<file path="config.mk">
export PLATFORM = sky130hd
export DESIGN_NAME = cbag_ctrl
export DESIGN_NICKNAME = d
export VERILOG_FILES = /design/src/design/cbag_pkg.sv /design/src/design/cbag_ctrl.sv
export SDC_FILE = /design/constraint.sdc
export NUM_CORES = 1
export LEC_CHECK = 0
export BUFFER_PORTS_ARGS = -buffer_cell sky130_fd_sc_hd__clkbuf_2
export CORE_ASPECT_RATIO = 1.1
export CORE_MARGIN = 1
export CORE_UTILIZATION = 39
export CTS_CLUSTER_DIAMETER = 200
export DETAILED_ROUTE_END_ITERATION = 7
export PLACE_DENSITY_LB_ADDON = 0.05
export SYNTH_ARGS = -nofsm -noshare
export SYNTH_HDL_FRONTEND = slang
export SYNTH_SLANG_ARGS = --single-unit
</file>
<file path="constraint.sdc">
create_clock -name clk -period 2.8 [get_ports clk]
set_input_delay 0.28 -clock clk [delete_from_list [all_inputs] [get_ports clk]]
set_output_delay 0.28 -clock clk [all_outputs]
set_load 0.01 [all_outputs]
</file>
<file path="src/design/cbag_pkg.sv">
`timescale 1ns / 1ps
// ----------------------------------------------------------------------------
// cbag_pkg
// Shared types, widths, constants and tables of the chain bond/angle unit.
// ----------------------------------------------------------------------------
package cbag_pkg;

	localparam int POS_W     = 24;
	localparam int LEN_W     = 24;
	localparam int ANG_W     = 16;
	localparam int BOX_W     = 23;
	localparam int CHAIN_W   = 7;
	localparam int IDX_W     = 6;
	localparam int VEC_W     = 25;
	localparam int REM_W     = 23;
	localparam int MUL_W     = 27;
	localparam int PROD_W    = 54;
	localparam int SQ_W      = 52;
	localparam int ROOT_W    = 26;
	localparam int MAG_W     = 53;
	localparam int COS_W     = 25;
	localparam int COR_W     = 27;
	localparam int Z_W       = 24;
	localparam int TH_W      = 25;
	localparam int BSUM_W    = 30;
	localparam int ASUM_W    = 22;
	localparam int DIV_W     = 30;
	localparam int DEN_W     = 6;
	localparam int CNT_W     = 5;
	localparam int CFG_IDX_W = 1;

	localparam int WRAP_STEPS = 25;
	localparam int SQRT_STEPS = 26;
	localparam int COS_STEPS  = 24;
	localparam int COR_STEPS  = 20;
	localparam int DIV_STEPS  = 30;

	localparam logic [LEN_W-1:0]   LEN_MAX     = 24'hFF_FFFF;
	localparam logic [ANG_W-1:0]   ANGLE_MAX   = 16'd51472;
	localparam logic [TH_W-1:0]    PI_Q20      = 25'd3294199;
	localparam logic [CHAIN_W-1:0] CHAIN_MIN   = 7'd3;
	localparam logic [CHAIN_W-1:0] CHAIN_MAX   = 7'd64;
	localparam logic [BOX_W-1:0]   BOX_RESET   = 23'd491520;
	localparam logic [CHAIN_W-1:0] CHAIN_RESET = 7'd16;
	localparam logic [SQ_W-1:0]    SINE_ONE    = 52'h1_0000_0000_0000;
	localparam logic [SQ_W-1:0]    SQ_BIT_TOP  = 52'h4_0000_0000_0000;
	localparam logic [COS_W-1:0]   COS_ONE     = 25'h100_0000;

	localparam logic [CFG_IDX_W-1:0] CFG_BOX   = 1'b0;
	localparam logic [CFG_IDX_W-1:0] CFG_CHAIN = 1'b1;

	typedef struct packed {
		logic signed [POS_W-1:0] pos_x;
		logic signed [POS_W-1:0] pos_y;
		logic signed [POS_W-1:0] pos_z;
	} bead_t;

	typedef struct packed {
		logic [LEN_W-1:0] bond_length;
		logic             bond_valid;
		logic [ANG_W-1:0] bend_angle;
		logic             angle_valid;
		logic             degenerate;
		logic             chain_done;
		logic [LEN_W-1:0] end_to_end;
		logic [LEN_W-1:0] mean_bond_length;
		logic [ANG_W-1:0] mean_bend_angle;
	} geom_t;

	typedef enum logic [4:0] {
		OP_NONE, OP_LOAD, OP_WSTART, OP_WSTEP, OP_WEND, OP_MUL_NORM, OP_MUL_DOT,
		OP_MUL_PROD, OP_MUL_CSQ, OP_SQ_START, OP_SQ_STEP, OP_BEND, OP_DEGEN,
		OP_COS_START, OP_COS_STEP, OP_COS_END, OP_COR_START, OP_COR_STEP,
		OP_AEND, OP_UPDATE, OP_EEND, OP_DV_START, OP_DV_STEP, OP_DV_END, OP_PUB
	} op_t;

	typedef enum logic [4:0] {
		S_IDLE, S_WSTART, S_WSTEP, S_WEND, S_NMUL, S_NWAIT, S_SQSTART, S_SQSTEP,
		S_BEND, S_ACHK, S_DEGEN, S_DMUL, S_DWAIT, S_PROD, S_PWAIT, S_CSTART,
		S_CSTEP, S_CEND, S_CSQ, S_CWAIT, S_CORSTART, S_CORSTEP, S_AEND, S_UPDATE,
		S_EEND, S_DVSTART, S_DVSTEP, S_DVEND, S_PUB
	} state_t;

	typedef struct packed {
		op_t              op;
		logic [CNT_W-1:0] cnt;
		logic             alt;
	} cmd_t;

	typedef struct packed {
		logic first;
		logic angle_en;
		logic last;
		logic degen;
		logic out_busy;
	} status_t;

	function automatic logic [19:0] atan_q20(input logic [CNT_W-1:0] i);
		logic [19:0] r;
		case (i)
			5'd0:  r = 20'd823550;
			5'd1:  r = 20'd486170;
			5'd2:  r = 20'd256879;
			5'd3:  r = 20'd130396;
			5'd4:  r = 20'd65451;
			5'd5:  r = 20'd32757;
			5'd6:  r = 20'd16383;
			5'd7:  r = 20'd8192;
			5'd8:  r = 20'd4096;
			5'd9:  r = 20'd2048;
			5'd10: r = 20'd1024;
			5'd11: r = 20'd512;
			5'd12: r = 20'd256;
			5'd13: r = 20'd128;
			5'd14: r = 20'd64;
			5'd15: r = 20'd32;
			5'd16: r = 20'd16;
			5'd17: r = 20'd8;
			5'd18: r = 20'd4;
			5'd19: r = 20'd2;
			default: r = 20'd0;
		endcase
		return r;
	endfunction

	function automatic logic [LEN_W-1:0] sat_len(input logic [SQ_W-1:0] v);
		return (|v[SQ_W-1:LEN_W]) ? LEN_MAX : v[LEN_W-1:0];
	endfunction

endpackage

</file>
<file path="src/design/cbag_ctrl.sv">
`timescale 1ns / 1ps
// ----------------------------------------------------------------------------
// cbag_ctrl
// Sequencer: steps the datapath through wrap, square root, cosine, CORDIC
// and mean division, as each bead request needs them.
// ----------------------------------------------------------------------------
module cbag_ctrl (
	input  logic             clk,
	input  logic             arst_n,
	input  logic             in_valid,
	output logic             in_stall,
	input  cbag_pkg::status_t st,
	output cbag_pkg::cmd_t    cmd
);
	import cbag_pkg::*;

	state_t           state_q, state_d;
	logic [CNT_W-1:0] cnt_q, cnt_d;
	logic             e2e_q, e2e_d;
	logic             sine_q, sine_d;
	logic             dv_q, dv_d;

	always_ff @(posedge clk or negedge arst_n) begin
		if (!arst_n) begin
			state_q <= S_IDLE;
			cnt_q   <= '0;
			e2e_q   <= 1'b0;
			sine_q  <= 1'b0;
			dv_q    <= 1'b0;
		end else begin
			state_q <= state_d;
			cnt_q   <= cnt_d;
			e2e_q   <= e2e_d;
			sine_q  <= sine_d;
			dv_q    <= dv_d;
		end
	end

	assign in_stall = (state_q != S_IDLE);

	always_comb begin
		state_d = state_q;
		cnt_d   = cnt_q;
		e2e_d   = e2e_q;
		sine_d  = sine_q;
		dv_d    = dv_q;
		cmd     = '{op: OP_NONE, cnt: cnt_q, alt: 1'b0};
		unique case (state_q)
			S_IDLE: begin
				if (in_valid) begin
					cmd.op  = OP_LOAD;
					e2e_d   = 1'b0;
					sine_d  = 1'b0;
					dv_d    = 1'b0;
					state_d = st.first ? S_PUB : S_WSTART;
				end
			end
			S_WSTART: begin
				cmd.op  = OP_WSTART;
				cmd.alt = e2e_q;
				cnt_d   = '0;
				state_d = S_WSTEP;
			end
			S_WSTEP: begin
				cmd.op = OP_WSTEP;
				cnt_d  = cnt_q + 1'b1;
				if (cnt_q == CNT_W'(WRAP_STEPS - 1)) state_d = S_WEND;
			end
			S_WEND: begin
				cmd.op  = OP_WEND;
				cnt_d   = '0;
				state_d = S_NMUL;
			end
			S_NMUL: begin
				cmd.op = OP_MUL_NORM;
				cnt_d  = cnt_q + 1'b1;
				if (cnt_q == CNT_W'(2)) state_d = S_NWAIT;
			end
			S_NWAIT: state_d = S_SQSTART;
			S_SQSTART: begin
				cmd.op  = OP_SQ_START;
				cmd.alt = sine_q;
				cnt_d   = '0;
				state_d = S_SQSTEP;
			end
			S_SQSTEP: begin
				cmd.op = OP_SQ_STEP;
				cnt_d  = cnt_q + 1'b1;
				if (cnt_q == CNT_W'(SQRT_STEPS - 1)) begin
					if (sine_q) state_d = S_CORSTART;
					else if (e2e_q) state_d = S_EEND;
					else state_d = S_BEND;
				end
			end
			S_BEND: begin
				cmd.op  = OP_BEND;
				state_d = st.angle_en ? S_ACHK : S_UPDATE;
			end
			S_ACHK: begin
				cnt_d   = '0;
				state_d = st.degen ? S_DEGEN : S_DMUL;
			end
			S_DEGEN: begin
				cmd.op  = OP_DEGEN;
				state_d = S_UPDATE;
			end
			S_DMUL: begin
				cmd.op = OP_MUL_DOT;
				cnt_d  = cnt_q + 1'b1;
				if (cnt_q == CNT_W'(2)) state_d = S_DWAIT;
			end
			S_DWAIT: state_d = S_PROD;
			S_PROD: begin
				cmd.op  = OP_MUL_PROD;
				state_d = S_PWAIT;
			end
			S_PWAIT: state_d = S_CSTART;
			S_CSTART: begin
				cmd.op  = OP_COS_START;
				cnt_d   = '0;
				state_d = S_CSTEP;
			end
			S_CSTEP: begin
				cmd.op = OP_COS_STEP;
				cnt_d  = cnt_q + 1'b1;
				if (cnt_q == CNT_W'(COS_STEPS - 1)) state_d = S_CEND;
			end
			S_CEND: begin
				cmd.op  = OP_COS_END;
				state_d = S_CSQ;
			end
			S_CSQ: begin
				cmd.op  = OP_MUL_CSQ;
				cmd.cnt = '0;
				state_d = S_CWAIT;
			end
			S_CWAIT: begin
				sine_d  = 1'b1;
				state_d = S_SQSTART;
			end
			S_CORSTART: begin
				cmd.op  = OP_COR_START;
				cnt_d   = '0;
				state_d = S_CORSTEP;
			end
			S_CORSTEP: begin
				cmd.op = OP_COR_STEP;
				cnt_d  = cnt_q + 1'b1;
				if (cnt_q == CNT_W'(COR_STEPS - 1)) state_d = S_AEND;
			end
			S_AEND: begin
				cmd.op  = OP_AEND;
				sine_d  = 1'b0;
				state_d = S_UPDATE;
			end
			S_UPDATE: begin
				cmd.op = OP_UPDATE;
				if (st.last) begin
					e2e_d   = 1'b1;
					state_d = S_WSTART;
				end else begin
					state_d = S_PUB;
				end
			end
			S_EEND: begin
				cmd.op  = OP_EEND;
				dv_d    = 1'b0;
				state_d = S_DVSTART;
			end
			S_DVSTART: begin
				cmd.op  = OP_DV_START;
				cmd.alt = dv_q;
				cnt_d   = '0;
				state_d = S_DVSTEP;
			end
			S_DVSTEP: begin
				cmd.op = OP_DV_STEP;
				cnt_d  = cnt_q + 1'b1;
				if (cnt_q == CNT_W'(DIV_STEPS - 1)) state_d = S_DVEND;
			end
			S_DVEND: begin
				cmd.op  = OP_DV_END;
				cmd.alt = dv_q;
				dv_d    = 1'b1;
				state_d = dv_q ? S_PUB : S_DVSTART;
			end
			S_PUB: begin
				if (!st.out_busy) begin
					cmd.op  = OP_PUB;
					state_d = S_IDLE;
				end
			end
			default: state_d = S_IDLE;
		endcase
	end

endmodule

</file>
After elaboration in Yosys (flattened, before gate mapping)
Index checks and enable logic that the tools add are counted.
W data, S select, Z words.
Storage, ports and cells
  bits in registers: 13
  bits of input ports: 8
  word-level logic and storage cells: 93
Operators by class
  $add $sub $neg: 1
  equal/unequal tests: 44
  mux-type cells: 28
  reduce and logical (&&, ||, !) cells: 15
Operators by type and width (number)
  $pmux W5 S27: 1
  $pmux W5 S24: 1
  $eq A5 B5 Y1 const B: 18
  $mux W5: 16
  $eq A5 B4 Y1 const B: 8
  $eq A5 B3 Y1 const B: 4
  $ne A2 B2 Y1 const B: 10
  $eq A5 B2 Y1 const B: 3
  $reduce_or A7 Y1: 2
  $pmux W5 S2: 1
  $pmux W1 S3: 3
  $reduce_and A9 Y1: 1
  $reduce_bool A3 Y1: 2
  $reduce_or A2 Y1: 3
  $add A5 B1 Y5 const B: 1
  $eq A5 B1 Y1 const B: 1
  $logic_not A5 Y1: 1
  $reduce_bool A5 Y1: 1
  $mux W1: 4
  $reduce_and A2 Y1: 2
  $reduce_bool A2 Y1: 2
  $mux W3: 1
  $reduce_and A3 Y1: 1
  $pmux W1 S2: 1

Depth between registers and ports, before layout
  depth after elaboration: 4
  mapped depth: 7

Worst setup path after synthesis
Ideal clock, no wire load.
  path kind: flip-flop to flip-flop
  from: reg cnt_q[1]
  to: reg state_q[0]
  setup time: 125 ps
  arrival time: 1842 ps
  required time: 2675 ps
  slack: 834 ps
  stages on the path, launching flop included: 8
  buffers on the path: 0
  period minus slack after synthesis: 1966 ps
  path through: dfrtp_1 > inv_1 > ha_1 > and4_1 > nor4_1 > a41o_1 > nor4_4 > mux2_2
Between the ends
  word-level cells in the longest chain between the ends: 3
Ends and longest elaborated chain
  start, declared: RTL line cbag_ctrl.sv:18  | logic [CNT_W-1:0] cnt_q, cnt_d;
  start signal, assigned: RTL line cbag_ctrl.sv:32  | cnt_q <= cnt_d;
  $eq A5 B5 Y1 (tied with other cells): RTL line cbag_ctrl.sv:179  | if (cnt_q == CNT_W'(DIV_STEPS - 1)) state_d = S_DVEND;
  $ne A2 B2 Y1 (no source line)
  $reduce_and A9 Y1 (no source line) (*)
  end signal, assigned: RTL line cbag_ctrl.sv:31  | state_q <= state_d;
  end, declared: RTL line cbag_ctrl.sv:17  | state_t state_q, state_d;
Every way passes the cells marked *; elsewhere a longest branch is shown, timed or not.
A chain may end at the register's enable or synchronous reset.

==> impl_metrics.prom <==
# TYPE chip_impl_metric gauge
chip_impl_metric{name="power.leakage",unit="nW"} 0.7159
chip_impl_metric{name="report.final.slew_viol_count",unit=""} 0
chip_impl_metric{name="globalRouteMet1Util",unit=""} 0.2983
chip_impl_metric{name="cpPeakStageDelay",unit="ps"} 790
chip_impl_metric{name="clk_pin_slew",unit="ps"} 60
chip_impl_info{name="clock-root-buffer",value="sky130_fd_sc_hd__clkbuf_8"} 1
chip_impl_metric{name="cp_data_arrival_time",unit="ps"} 2200
chip_impl_info{name="synth_area_leaders",value="sky130_fd_sc_hd__dfrtp_1, sky130_fd_sc_hd__o21ai_0, sky130_fd_sc_hd__nor2_1"} 1
chip_impl_metric{name="grt_pass1_vias",unit=""} 1504
chip_impl_metric{name="syn-num-nets",unit=""} 212
chip_impl_metric{name="firstDrtPassIters",unit=""} 4
chip_impl_metric{name="async_reset_ff_frac",unit=""} 1.000
chip_impl_metric{name="netSwitchingPower",unit="mW"} 1.158
chip_impl_metric{name="grtUsageMet2",unit=""} 0.4148
chip_impl_metric{name="fp.dieW",unit="um"} 60.84
chip_impl_metric{name="yosys.area_share.adder",unit=""} 0.03370
chip_impl_metric{name="max_cap_violations",unit=""} 0
chip_impl_metric{name="cp.buffers_inverters",unit=""} 1
chip_impl_metric{name="totalPowerFinal",unit="mW"} 2.210
chip_impl_metric{name="tns",unit="ps"} 0
chip_impl_metric{name="antenna_found_initial",unit=""} 0
chip_impl_metric{name="number_of_i_o_port_buffers",unit=""} 19
chip_impl_metric{name="postPlaceCellArea",unit="sq mm"} 0.001627
chip_impl_metric{name="synth_seq_cells",unit=""} 13
chip_impl_info{name="clock_tree_from_tritoncts",value="built"} 1
chip_impl_metric{name="dr.first_iter.drc_count",unit=""} 112
chip_impl_metric{name="ctsHoldBuffers",unit=""} 1
chip_impl_metric{name="dp_hpwl",unit="um"} 3412
chip_impl_metric{name="fp.dieH",unit="um"} 66.72
chip_impl_info{name="critical_path_class",value="flip-flop to output port"} 1
chip_impl_info{name="crit_path_start_kind",value="flip-flop"} 1
chip_impl_metric{name="clk_pwr_share",unit=""} 0.079
chip_impl_metric{name="grt_max_degree",unit=""} 26
chip_impl_metric{name="power.share.combinational",unit=""} 0.691
chip_impl_metric{name="clock_tree.buffer_depth",unit=""} 2
chip_impl_metric{name="timing.critical_path.fanout_max",unit=""} 25
chip_impl_info{name="worst_setup_path_end_kind",value="output port"} 1
chip_impl_info{name="outcome",value="completed"} 1
chip_impl_metric{name="routed_wl",unit="um"} 4547
chip_impl_metric{name="detail_route.wl_per_cell",unit="um"} 17.22
chip_impl_metric{name="yosys.area.top_type_share",unit=""} 0.2190
chip_impl_metric{name="synth_edf_count",unit=""} 0
chip_impl_metric{name="synthCells",unit=""} 200
chip_impl_metric{name="yosysWarningCount",unit=""} 0
chip_impl_metric{name="setup_slack",unit="ps"} 321.6
chip_impl_metric{name="clock.fmax",unit="MHz"} 403.5
chip_impl_metric{name="detailroute.via_count",unit=""} 1579
chip_impl_metric{name="power_switching_share",unit=""} 0.5238
chip_impl_metric{name="cts_repair_resize_count",unit=""} 0
chip_impl_info{name="post-synth-top-count-cell",value="sky130_fd_sc_hd__nor2_1"} 1
chip_impl_metric{name="fp_rows",unit=""} 23
chip_impl_metric{name="cellPowerDensity",unit="mW/mm^2"} 1314
chip_impl_metric{name="post_route_cells_drive_above_1_share",unit=""} 0.1776
chip_impl_info{name="series_of_cell_instances_along_the_critical_path",value="nand2b_1, nor3_1, nor2b_1, clkbuf_2"} 1
chip_impl_metric{name="antenna_violating_nets_post_route",unit=""} 0
chip_impl_metric{name="synth.mux.area_fraction",unit=""} 0.03707
chip_impl_info{name="family_with_the_most_delay_on_the_worst_path",value="simple AND/OR/NAND/NOR gates"} 1
chip_impl_metric{name="grt_pass1_wl",unit="um"} 7189
chip_impl_metric{name="grt_use_total",unit=""} 0.2384
chip_impl_metric{name="vias_per_cell",unit=""} 5.981
chip_impl_metric{name="power_frac_seq",unit=""} 0.230
chip_impl_metric{name="numClockSinks",unit=""} 13
chip_impl_metric{name="worst_hold_slack",unit="ps"} 276.4
chip_impl_metric{name="netlist-cell-type-count",unit=""} 57
chip_impl_metric{name="multi_input_comb_area",unit="sq mm"} 0.001033
chip_impl_metric{name="design.die.area",unit="sq mm"} 0.004059
chip_impl_metric{name="intPower",unit="mW"} 1.053
chip_impl_metric{name="timing.clock.skew",unit="ps"} 1.789
chip_impl_metric{name="synth.avg_cell_area",unit="sq um"} 7.426
chip_impl_metric{name="route.detailed.drc",unit=""} 0
chip_impl_info{name="rsz0062_at_grt",value="no"} 1
chip_impl_info{name="timing.hold.worst.class",value="primary input to flip-flop"} 1
chip_impl_info{name="critical_path.slowest_cell",value="sky130_fd_sc_hd__dfrtp_1"} 1
chip_impl_metric{name="yosys.area_share.simple",unit=""} 0.3016
chip_impl_metric{name="worst-endpoint-required",unit="ps"} 2520
chip_impl_metric{name="part_of_the_cycle_the_worst_path_needs",unit=""} 0.8852
chip_impl_metric{name="areaGrowthSynthToFinish",unit="%"} 13.31
chip_impl_info{name="yosys-top-cells-count",value="sky130_fd_sc_hd__nor2_1, sky130_fd_sc_hd__o21ai_0, sky130_fd_sc_hd__nand2_1"} 1
chip_impl_metric{name="slew_headroom",unit=""} 0.4255
chip_impl_metric{name="global_route.usage.met3",unit=""} 0.03495
chip_impl_metric{name="final-seq-area",unit="sq um"} 325.3
chip_impl_metric{name="post-place-ws",unit="ps"} 468.5
chip_impl_metric{name="final-setup-viol-count",unit=""} 0
chip_impl_metric{name="synth_xor_xnor_area_share",unit=""} 0.03538
chip_impl_metric{name="hold_viol_final",unit=""} 0
chip_impl_metric{name="cts-buffers-inserted",unit=""} 3
chip_impl_metric{name="gp_routability_congestion",unit=""} 0.9228
chip_impl_metric{name="core",unit="sq mm"} 0.003655
chip_impl_metric{name="cts_setup_buffers",unit=""} 0
chip_impl_metric{name="ir_worst_vdd",unit="V"} 0.0004872
chip_impl_metric{name="final_cell_area",unit="sq mm"} 0.001683
chip_impl_metric{name="final_nets",unit=""} 227
chip_impl_info{name="gr-max-usage-layer",value="met2"} 1
chip_impl_metric{name="worst_skew_pair.late_latency",unit="ps"} 240
chip_impl_metric{name="n_antenna_cell",unit=""} 0
chip_impl_metric{name="ctsHtreeMaxLevel",unit=""} 1
chip_impl_metric{name="grt-ovfl-total",unit=""} 0
chip_impl_metric{name="fillers",unit=""} 395
chip_impl_metric{name="initial_utilization",unit=""} 0.4064
chip_impl_metric{name="syn-cell-area",unit="sq mm"} 0.001485
chip_impl_info{name="synth_flop_cell",value="sky130_fd_sc_hd__dfrtp_1"} 1
chip_impl_info{name="combinational_family_with_the_most_area_after_synthesis",value="simple AND/OR/NAND/NOR gates"} 1
chip_impl_metric{name="worst-slew-pin-transition",unit="ps"} 859.5
chip_impl_info{name="synth_top_cell_by_area",value="sky130_fd_sc_hd__dfrtp_1"} 1
chip_impl_metric{name="pin_count",unit=""} 20
chip_impl_metric{name="share_of_the_synthesized_area_in_compound_gates_ao_oa_aoi_oai",unit=""} 0.2881
chip_impl_metric{name="finalCriticalPeriod",unit="ps"} 2478
chip_impl_metric{name="synth.yosys.seq_area_share",unit=""} 0.2190
-- path summary, 6_finish.rpt --
kind                            start    endpoint  slack, ps  cells past startpoint
max                        state_q[1]      cmd[5]        320                      4
min                          in_valid       e2e_q        280                      2
max reg2reg                state_q[1]  state_q[0]        450                      5
min reg2reg                     e2e_q       e2e_q        590                      2
max in group asynchronous      arst_n    cnt_q[1]       2080                      2
min in group asynchronous      arst_n      sine_q        470                      2
-- worst reg2reg max path, stage by stage, from the launching register on --
cell                       delay, ps
sky130_fd_sc_hd__dfrtp_1         790
sky130_fd_sc_hd__nor2_1          260
sky130_fd_sc_hd__nand3_1         160
sky130_fd_sc_hd__o311ai_1        160
sky130_fd_sc_hd__nor4_4          480
sky130_fd_sc_hd__mux2_2          390
-- cell usage in the layout, fill, tap and decap left out, types with 2 or more instances in the layout --
| cell | synthesis | final |
|---|---|---|
| sky130_fd_sc_hd__nor2_1 | 17 | 17 |
| sky130_fd_sc_hd__a32oi_1 | 2 | 2 |
| sky130_fd_sc_hd__o22ai_1 | 4 | 4 |
| sky130_fd_sc_hd__nand2_1 | 14 | 14 |
| sky130_fd_sc_hd__ha_1 | 4 | 4 |
| sky130_fd_sc_hd__nor2b_1 | 7 | 7 |
| sky130_fd_sc_hd__a211oi_1 | 2 | 2 |
| sky130_fd_sc_hd__clkbuf_8 | 0 | 3 |
| sky130_fd_sc_hd__a22oi_1 | 4 | 4 |
| sky130_fd_sc_hd__and3_1 | 2 | 2 |
| sky130_fd_sc_hd__xor2_1 | 3 | 3 |
| sky130_fd_sc_hd__o21bai_1 | 3 | 3 |
| sky130_fd_sc_hd__o311a_1 | 3 | 3 |
| sky130_fd_sc_hd__inv_1 | 8 | 8 |
| sky130_fd_sc_hd__o21ai_0 | 15 | 15 |
| sky130_fd_sc_hd__nor4b_1 | 2 | 2 |
| sky130_fd_sc_hd__and2_1 | 3 | 3 |
| sky130_fd_sc_hd__nand2b_1 | 8 | 8 |
| sky130_fd_sc_hd__mux2_2 | 4 | 4 |
| sky130_fd_sc_hd__dfrtp_1 | 13 | 13 |
| sky130_fd_sc_hd__nor3_1 | 8 | 8 |
| sky130_fd_sc_hd__o31ai_1 | 2 | 2 |
| sky130_fd_sc_hd__buf_4 | 1 | 8 |
| sky130_fd_sc_hd__nand3_1 | 11 | 11 |
| sky130_fd_sc_hd__a21oi_1 | 10 | 10 |
| sky130_fd_sc_hd__a31oi_1 | 2 | 2 |
| sky130_fd_sc_hd__xnor2_1 | 3 | 3 |
| sky130_fd_sc_hd__nor3b_1 | 2 | 2 |
| sky130_fd_sc_hd__clkbuf_2 | 1 | 19 |
-- per-layer routing --
metal	routed length (um)	share of wire	vias to the layer above
li1	-	-	767
met1	1983	0.44	744
met2	2221	0.49	62
met3	259	0.057	6
met4	82	0.018	0
met5	0	0	-
-- state kept, by name (all words and copies together), names as in the netlist --
name     cells
sine_q       1
state_q      5
cnt_q        5
dv_q         1
e2e_q        1
-- power by group through the flow --
stage / Clock, mW / Sequential (mW) / Combinational [mW]
3_5_place_dp: 0 / 0.504 / 1.51
4_1_cts: 0.175 / 0.500 / 1.52
3_3_place_gp: 0 / 0.498 / 1.51
5_1_grt: 0.184 / 0.527 / 1.66
2_1_floorplan: 0 / 0.321 / 1.25
6_report: 0.174 / 0.509 / 1.53
-- per-stage QoR --
step                  util  instances
finish              0.4605        264
global route        0.4605        264
CTS                 0.4605        264
detailed placement  0.4451        259
global placement    0.4451        259
floorplan                -        200
-- area by class of cell --
class	count	area share
multi-input combinational	160	0.6141
sequential	13	0.1933
timing repair buffer	29	0.1100
tap	50	0.03717
clock buffer	3	0.02454
inverter	8	0.01784
clock inverter	1	0.002974
-- logic make-up (layout without fill, tap and decap cells) --
group / after synthesis / in the layout
and+or+nand+nor: 83 / 83
AOI/OAI and AO/OA: 62 / 62
buffers and inverters: 27 / 41
DFF: 13 / 13
xor gates and xnor gates: 6 / 6
muxes: 5 / 5
adders and majority gates: 4 / 4
No activity file was read; power rests on OpenSTA's default activity.
